--- src/hbm_pkg.sv ---
// Shared types and constants for the heartbeat membership table.
// Holds the op, action and register index codes, the per-item beat carried
// down the cell chain, and the context the top level broadcasts to every cell.
package hbm_pkg;

	localparam int unsigned HBM_ENTRIES_DEF = 64;

	localparam int unsigned ID_W   = 6;
	localparam int unsigned ADDR_W = 48;
	localparam int unsigned HB_W   = 32;
	localparam int unsigned TIME_W = 32;
	localparam int unsigned TO_W   = 16;
	localparam int unsigned PER_W  = 8;
	localparam int unsigned CNT_W  = 7;

	typedef enum logic [1:0] {
		OP_TICK   = 2'd0,
		OP_JOIN   = 2'd1,
		OP_REPLY  = 2'd2,
		OP_GOSSIP = 2'd3
	} op_t;

	typedef enum logic [2:0] {
		ACT_IGNORED = 3'd0,
		ACT_ADDED   = 3'd1,
		ACT_UPDATED = 3'd2,
		ACT_KEPT    = 3'd3,
		ACT_TICK    = 3'd4
	} action_t;

	typedef enum logic [2:0] {
		REG_FAIL     = 3'd0,
		REG_CLEANUP  = 3'd1,
		REG_PERIOD   = 3'd2,
		REG_SELF     = 3'd3,
		REG_START    = 3'd4,
		REG_INIT_HB  = 3'd5
	} reg_idx_t;

	// One item traveling down the chain, with the result built on the way.
	typedef struct packed {
		logic              active;
		op_t               op;
		logic [ID_W-1:0]   id;
		logic [ADDR_W-1:0] addr;
		logic [HB_W-1:0]   hb;
		logic              last;
		action_t           act;
		logic [CNT_W-1:0]  cnt;
	} link_t;

	// Values that stay put while an item is in the chain, provided config writes keep to idle periods.
	typedef struct packed {
		logic              in_group;
		logic              round;
		logic [TIME_W-1:0] now;
		logic [TO_W-1:0]   fail;
		logic [TO_W:0]     limit;
		logic [HB_W-1:0]   init_hb;
		logic [ID_W-1:0]   self_id;
	} ctx_t;

endpackage

--- src/hbm_cell.sv ---
// One table slot of the heartbeat membership table.
// Depends on hbm_pkg for the chain beat and the broadcast context.
// Acts on the beat passing through, then hands it to the next cell.
module hbm_cell
	import hbm_pkg::*;
#(
	parameter int unsigned CELL_IDX = 0
) (
	input  logic  clk,
	input  logic  arst_n,
	input  logic  adv,
	input  ctx_t  ctx,
	input  link_t in_link,
	output link_t out_link
);

	logic              valid_q;
	logic              removed_q;
	logic [ADDR_W-1:0] addr_q;
	logic [HB_W-1:0]   hb_q;
	logic [TIME_W-1:0] stamp_q;
	link_t             link_q;

	link_t             nxt;
	logic              hit;
	logic              self_hit;
	logic [TIME_W-1:0] age;
	logic [HB_W-1:0]   hb_inc;
	logic              do_write;
	logic [HB_W-1:0]   wr_hb;
	logic              do_upd;
	logic              do_remove;
	logic              do_bump;

	assign hit      = (32'(in_link.id) == CELL_IDX);
	assign self_hit = (32'(ctx.self_id) == CELL_IDX);
	assign age      = ctx.now - stamp_q;
	assign hb_inc   = (hb_q == '1) ? hb_q : hb_q + HB_W'(1);

	always_comb begin
		nxt       = in_link;
		do_write  = 1'b0;
		wr_hb     = in_link.hb;
		do_upd    = 1'b0;
		do_remove = 1'b0;
		do_bump   = 1'b0;
		if (in_link.active) begin
			case (in_link.op)
				OP_TICK: begin
					if (ctx.in_group) begin
						do_remove = valid_q && !removed_q && (age > TIME_W'(ctx.limit));
						do_bump   = ctx.round && self_hit && valid_q;
					end
					if (do_remove && in_link.cnt != '1)
						nxt.cnt = in_link.cnt + CNT_W'(1);
				end
				OP_REPLY: begin
					if (hit) begin
						do_write = 1'b1;
						nxt.act  = valid_q ? ACT_UPDATED : ACT_ADDED;
					end
				end
				OP_JOIN: begin
					if (hit && ctx.in_group) begin
						do_write = 1'b1;
						wr_hb    = ctx.init_hb;
						nxt.act  = valid_q ? ACT_UPDATED : ACT_ADDED;
					end
				end
				default: begin
					if (hit && ctx.in_group) begin
						if (!valid_q) begin
							do_write = 1'b1;
							nxt.act  = ACT_ADDED;
						end else if (in_link.hb > hb_q && age <= TIME_W'(ctx.fail)) begin
							do_upd  = 1'b1;
							nxt.act = ACT_UPDATED;
						end else begin
							nxt.act = ACT_KEPT;
						end
					end
				end
			endcase
		end
	end

	always_ff @(posedge clk or negedge arst_n) begin
		if (!arst_n) begin
			valid_q   <= 1'b0;
			removed_q <= 1'b0;
			link_q    <= '0;
		end else if (adv) begin
			link_q <= nxt;
			if (do_write) begin
				valid_q   <= 1'b1;
				removed_q <= 1'b0;
			end else if (do_remove) begin
				removed_q <= 1'b1;
			end
		end
	end

	// Slot payload carries no reset.
	always_ff @(posedge clk) begin
		if (adv) begin
			if (do_write) begin
				addr_q  <= in_link.addr;
				hb_q    <= wr_hb;
				stamp_q <= ctx.now;
			end else if (do_upd) begin
				hb_q    <= in_link.hb;
				stamp_q <= ctx.now;
			end else if (do_bump) begin
				hb_q    <= hb_inc;
				stamp_q <= ctx.now;
			end
		end
	end

	assign out_link = link_q;

endmodule

--- config.mk ---
export PLATFORM = sky130hd
export DESIGN_NAME = hbm_cell
export DESIGN_NICKNAME = d
export VERILOG_FILES = /design/src/hbm_pkg.sv /design/src/hbm_cell.sv
export SDC_FILE = /design/constraint.sdc
export NUM_CORES = 1
export LEC_CHECK = 0
export BUFFER_PORTS_ARGS = -buffer_cell sky130_fd_sc_hd__buf_2
export CORE_MARGIN = 10
export CORE_UTILIZATION = 54
export DETAILED_ROUTE_END_ITERATION = 12
export PLACE_DENSITY = 0.82
export SLEW_MARGIN = 5
export SYNTH_ARGS = -nofsm -noshare
export SYNTH_HDL_FRONTEND = slang
export SYNTH_SLANG_ARGS = --single-unit
--- constraint.sdc ---
create_clock -name clk -period 5.7 [get_ports clk]
set_clock_uncertainty 0.15 [all_clocks]
set_input_delay 0.285 -clock clk [delete_from_list [all_inputs] [get_ports clk]]
set_output_delay 0.285 -clock clk [all_outputs]
set_load 0.01 [all_outputs]
# Word level (Yosys, flattened, before mapping)
# Cells that the tools add are included.
# Widths: inputs -> output; s select.
# op_classes
addsub,3
order_cmp,3
n_eq_ne,5
n_mux,41
n_reduce_logical,18
# ops
cell,n
$mux 32,10
$add 32x1->32 const B,1
$eq 32x32->1 const B,1
$gt 32x17->1,1
$gt 32x32->1,1
$le 32x16->1,1
$sub 32x32->32,1
$mux 1,21
$mux 7,2
$logic_not 6->1,2
$mux 10,1
$mux 3,3
$pmux 3 s3,1
$add 7x1->7 const B,1
$logic_and 1x1->1,7
$ne 7x7->1 const B,1
$reduce_and 2->1,3
$mux 2,2
$ne 3x3->1 const B,1
$pmux 1 s3,1
$reduce_and 3->1,1
$reduce_bool 3->1,1
$reduce_or 3->1,1
$eq 2x1->1 const B,1
other kinds (4),4
# word_totals
register_bits,166
input_bits,208
elab_cells,82

# Longest topological paths before layout
# depth
depth_word,10
ltp_mapped,21
depth_no_buf,20

# Least setup slack after synthesis
# No wires, ideal clock.
# synth_timing
path_type,flip-flop to flip-flop
from,register stamp_q[0]
to,register hb_q[0] (enable)
setup_ps,391
t_arrival_ps,4372
slack_ps,787
path_stages_with_launch,19
path_buffers,0
synth_period_minus_slack_ps,4913
path_cell_list,edfxtp_1 ha_1 fa_1 nand2b_1 a21oi_1 o21ai_0 o21ai_0 a21boi_0 xnor2_1 ha_1 nand4_1 nor2_1 nand2_1 a21oi_1 a211oi_1 a21oi_1 nand4b_1 o21ai_4 o21a_1
# synth_via
elab_chain_cells,10
word_cells_on_any_way,11
# synth_rtl
element,line_no,source
start: declaration,hbm_cell.sv:21,logic [TIME_W-1:0] stamp_q;
start signal: assignment,hbm_cell.sv:109,stamp_q <= ctx.now;
start signal: assignment,hbm_cell.sv:112,stamp_q <= ctx.now;
start signal: assignment,hbm_cell.sv:115,stamp_q <= ctx.now;
$sub 32x32->32 *,hbm_cell.sv:37,assign age = ctx.now - stamp_q;
$le 32x16->1 *,hbm_cell.sv:75,end else if (in_link.hb > hb_q && age <= TIME_W'(ctx.fail)) begin
$logic_and 1x1->1 *,hbm_cell.sv:75,
$mux 1 *,hbm_cell.sv:75,
$mux 1 *,hbm_cell.sv:72,if (!valid_q) begin
$mux 1 *,hbm_cell.sv:71,if (hit && ctx.in_group) begin
$mux 1 *,hbm_cell.sv:48,case (in_link.op)
$mux 1 *,hbm_cell.sv:47,if (in_link.active) begin
$ne 3x3->1 (no line) or $reduce_bool 3->1 (tied branches),--,
$reduce_and 3->1 (no line) *,--,
end signal: assignment,hbm_cell.sv:108,hb_q <= wr_hb;
end signal: assignment,hbm_cell.sv:111,hb_q <= in_link.hb;
end signal: assignment,hbm_cell.sv:114,hb_q <= hb_inc;
end: declaration,hbm_cell.sv:20,logic [HB_W-1:0] hb_q;
# Every way passes the cells marked *; elsewhere a longest branch is shown, timed or not.
# A chain may end at the register's enable or synchronous reset.

# Worst setup path after layout
# layout_timing
from,input port ctx[71] (netlist bit)
to,register hb_q[7] (enable)
# layout_via
elab_chain_cells,10
word_cells_on_any_way,11
# layout_rtl
element,line_no,source
start: declaration,hbm_cell.sv:12,"input ctx_t ctx,"
$sub 32x32->32 *,hbm_cell.sv:37,
$le 32x16->1 *,hbm_cell.sv:75,
$logic_and 1x1->1 *,hbm_cell.sv:75,
$mux 1 *,hbm_cell.sv:75,
$mux 1 *,hbm_cell.sv:72,
$mux 1 *,hbm_cell.sv:71,
$mux 1 *,hbm_cell.sv:48,
$mux 1 *,hbm_cell.sv:47,
$ne 3x3->1 (no line) or $reduce_bool 3->1 (tied branches),--,
$reduce_and 3->1 (no line) *,--,
# Marks and branches as above.

==> results.md <==
- The run finished, with violations left.
- The final reports fail on hold timing.
- In the final design database the tool counted 1,887 nets.
- The clock tree from TritonCTS is done.
- The highest achievable clock rate is 0.188 GHz.
- The dominant cell type by area after synthesis is sky130_fd_sc_hd__dfrtp_1.
- The worst hold path belongs to the class input port to flop.
- The average instance in the mapped netlist occupies 9.82 µm².
- The deepest clock path buffer count is 2.
- In this run the worst path has a maximum fanout of 13.
- The post-placement cell area is 13,300 µm².
- The post-detailed-route via-to-cell ratio is 5.93.
- The power density normalized to cell area is 216 nW/µm².
- In the finished design, the share of the clock period the worst path needs comes to 0.934.
- The count of unresolved DRC violations after routing is 0.
- The H-tree depth is 4.
- The number of I/O port buffers is 307.
- For this run, the slowest stage of the critical path takes 0.51 ns.
- The wire length of the first global-routing pass is 61,500 µm.
- The total wire length is 39,300 µm.
- For this design, the sink count on the clock tree is 166.
- Overall power consumption after layout is estimated at 0.00325 W.
- For this run the aggregate overflow at the end of global routing stands at 0.
- The total of flip-flops plus latches after synthesis is 166.
- The type of the worst setup path is input port to flop.
- Setup violations remaining at the end of the flow were counted as 0.
- The number of buffers and inverters on the critical path is 4.
- The number of nets in the synthesized netlist is 1,485.
- The number of placed I/O pins is 308.
- Among the stages of the critical path, the cell type that occurs most often is sky130_fd_sc_hd__a21oi_1.
- The cell count after synthesis came out at 1,178.
- The endpoint identified for the worst register-to-register timing path is hb_q[7].
- Among all stages on the critical path, the largest delay is contributed by sky130_fd_sc_hd__dlygate4sd3_1.
- The count of final hold-check violations is 1.
- The clock-pin slew of the registers on the worst-case setup and hold paths is 0.07 ns.
- The share of the synthesized area in the top cell type is 0.221.
- The top cell family by delay on the critical path is compound AO/OA/AOI/OAI gates.
- Across the VDD grid, the largest voltage drop is 180 µV.
- STA classifies the critical path startpoint as an input port.
- After clock tree synthesis, the setup repair step added 0 buffers.
- The via count of the first global-routing pass is 11,400.
- Of the cells placed in the final design, the portion with a size suffix greater than 1 is 0.307.
- The number of DRC markers in iteration 0 is 971.
- Entering global routing, the biggest net connects 67 pins.
- The sequential-to-total area share from yosys stat is 0.387.
- Walking the worst path, the cells encountered are dlygate4sd3_1 -> buf_2 -> inv_1 -> ha_1 -> fa_1 -> nand2b_1 -> a21oi_1 -> o21ai_0 -> o21ai_1 -> a21boi_0 -> xnor2_1 -> ha_1 -> o21ai_0 -> a21oi_1 -> o31ai_1 -> a21oi_1 -> nand4b_1 -> o21ai_4 -> o21a_1 -> buf_4.
- The startpoint identified for the worst register-to-register timing path is stamp_q[0].
- The total area inside the core boundary comes to 21,000 µm².
- The detailed-router iteration count before antenna repair is 6.
- STA classifies the critical path endpoint as a flop.
- The cell area after synthesis is 11,600 µm².
- After synthesis, the share of flip-flops with an asynchronous set or reset is 0.614.
- The most used flip-flop cell after synthesis is sky130_fd_sc_hd__dfrtp_1.
- The row count is 53.
- The max capacitance violation total is 0.
- The height of the chip is 166 µm.
- The endpoint of the worst hold path is out_link[42].
- The worst hold path startpoint is in_link[42].
- For the pin with the worst max-slew slack, the measured transition is 1.23 ns.
- After routing the design area is 15,000 µm².
- The setup TNS is 0 ns.
- After detailed routing, the average wire length per cell comes to 20.9 µm.
- For the finished layout, the period the worst path requires is 5.32 ns.
- The number of nets with antenna violations after routing is 0.
- The wire-length estimate of the detail-placed layout is 27,800 µm.
- The critical path runs through a total of 20 cells.
- Counting the fill cells in the layout gives 1,460.
- The root buffer cell is sky130_fd_sc_hd__clkbuf_16.
- The floorplan die area is 27,700 µm².
- The depth of the worst register-to-register path is 17.
- The data required time of the critical path is 5.68 ns.
- The routed layout has 11,100 vias.
- The initial antenna violation count came to 8.
- STA puts the critical path data arrival time at 5.31 ns.
- The relative max-transition margin is 0.183.
- For this run, the number of Yosys warnings is 0.
- The initial standard-cell utilization of the core is 0.550.
- The max-slew violation count is 0.
- From synthesis to final layout, the design area changed by 30.0%.
- By instance count, the leading cell after synthesis is sky130_fd_sc_hd__inv_1.
- Counting the buffers created by CTS gives 17.
- The worst hold path cell count is 2.
- The overall track demand over capacity in global routing is 0.271.
- Setup repair after global routing left no endpoint under its margin.
- Across all hold checks on the routed design, the worst slack comes to -0.00161 ns.
- For this design the static power due to leakage is 6.79 nW.
- After synthesis, the cell types taking the most area are sky130_fd_sc_hd__dfrtp_1, sky130_fd_sc_hd__edfxtp_1, sky130_fd_sc_hd__ha_1, sky130_fd_sc_hd__mux2_2, sky130_fd_sc_hd__inv_1.
- After synthesis, the netlist uses 80 different library cells.
- The congestion estimate from routability-driven global placement came to 0.957.
- Yosys mapped a number of flops with a built-in enable equal to 64.
- The clock reaches the later pin of the worst-skew pair after 0.44 ns.
- The slack of the worst reg-to-reg path is 0.54 ns.
- The width of the chip is 166 µm.
- Counting instances in the post-synthesis netlist gives the leading cell types as sky130_fd_sc_hd__inv_1, sky130_fd_sc_hd__dfrtp_1, sky130_fd_sc_hd__ha_1, sky130_fd_sc_hd__nor2_1, sky130_fd_sc_hd__mux2_2.
==> how the worst max path moves through the flow <==
| stage | start | to | slack [ns] |
|---|---|---|---|
| final | ctx[71] | hb_q[7] | 0.38 |
| after global routing | ctx[71] | hb_q[3] | 0.08 |
| after CTS | ctx[71] | hb_q[7] | 0.30 |
| after detailed placement | ctx[71] | hb_q[5] | 0.41 |
| after global placement | ctx[71] | hb_q[6] | 0.61 |
| after floorplan | stamp_q[0] | hb_q[0] | 0.79 |
==> metrics by stage <==
| stage | instances | utilization | setup slack (ns) | hold WS [ns] |
|---|---|---|---|---|
| 2_1_floorplan | 1178 | - | 0.787 | -0.161 |
| 3_3_place_gp | 1722 | 0.632 | 0.608 | 0.124 |
| 3_5_place_dp | 1722 | 0.632 | 0.415 | 0.138 |
| 4_1_cts | 1867 | 0.714 | 0.298 | 0.0000408 |
| 5_1_grt | 1876 | 0.715 | 0.0837 | 0.00380 |
| 6_report | 1877 | 0.715 | 0.378 | -0.00161 |
==> per-layer routing <==
layer | track usage | vias to the layer above | share of wire
met3 | 0.0710 | 96 | 0.084
met4 | 0.118 | 0 | 0.039
met5 | 0 | - | 0
li1 | - | 5140 | -
met1 | 0.319 | 5317 | 0.39
met2 | 0.456 | 574 | 0.48
==> what timing repair did <==
action,4_1_cts,5_1_grt
endpoints found under the hold margin,148,1
resized for setup,0,1
hold buffers,113,1
setup endpoints to repair,0,57
==> cells in the final DEF (no fill, tap or decap), types with 25 or more instances in the layout <==
cell	n
sky130_fd_sc_hd__a21oi_1	56
sky130_fd_sc_hd__a21oi_2	33
sky130_fd_sc_hd__buf_2	305
sky130_fd_sc_hd__dfrtp_1	102
sky130_fd_sc_hd__dlygate4sd3_1	114
sky130_fd_sc_hd__edfxtp_1	64
sky130_fd_sc_hd__ha_1	98
sky130_fd_sc_hd__inv_1	115
sky130_fd_sc_hd__mux2_2	89
sky130_fd_sc_hd__nand2_1	67
sky130_fd_sc_hd__nand3_1	25
sky130_fd_sc_hd__nand4_1	31
sky130_fd_sc_hd__nor2_1	96
sky130_fd_sc_hd__nor3_1	25
sky130_fd_sc_hd__o21ai_0	37
sky130_fd_sc_hd__o32ai_1	32
sky130_fd_sc_hd__xnor2_1	42
==> cell families (layout without fill, tap and decap cells) <==
group           count (synthesis)  after routing  share of synthesized area
mux                            90             90                     0.0875
simple gates                  327            327                      0.144
other cells                     0              9                          0
buf+inv                       162            577                     0.0596
fa+ha+maj                      99             99                      0.108
xor+xnor                       48             48                     0.0363
flops                         166            166                      0.387
compound gates                286            286                      0.179
==> layout make-up <==
type,instances,area (µm²),area share
Sequential cell,166,4470,0.298
Clock inverter,14,160,0.0107
Timing Repair Buffer,430,2750,0.183
Inverter,115,432,0.0287
Multi-Input combinational cell,850,6420,0.427
Tap cell,275,344,0.0229
Clock buffer,18,429,0.0285
Antenna cell,9,22.5,0.00150
==> sequential cells by signal, indices dropped and copies added (netlist names) <==
signal / count
hb_q: 32
out_link: 100
removed_q: 1
stamp_q: 32
valid_q: 1
==> power by group <==
group | switching (W) | internal, W
registers | 0.0000458 | 0.00131
logic | 0.000369 | 0.000330
clock network | 0.000569 | 0.000626
total | 0.000984 | 0.00227
No activity file was read; power rests on OpenSTA's default activity.
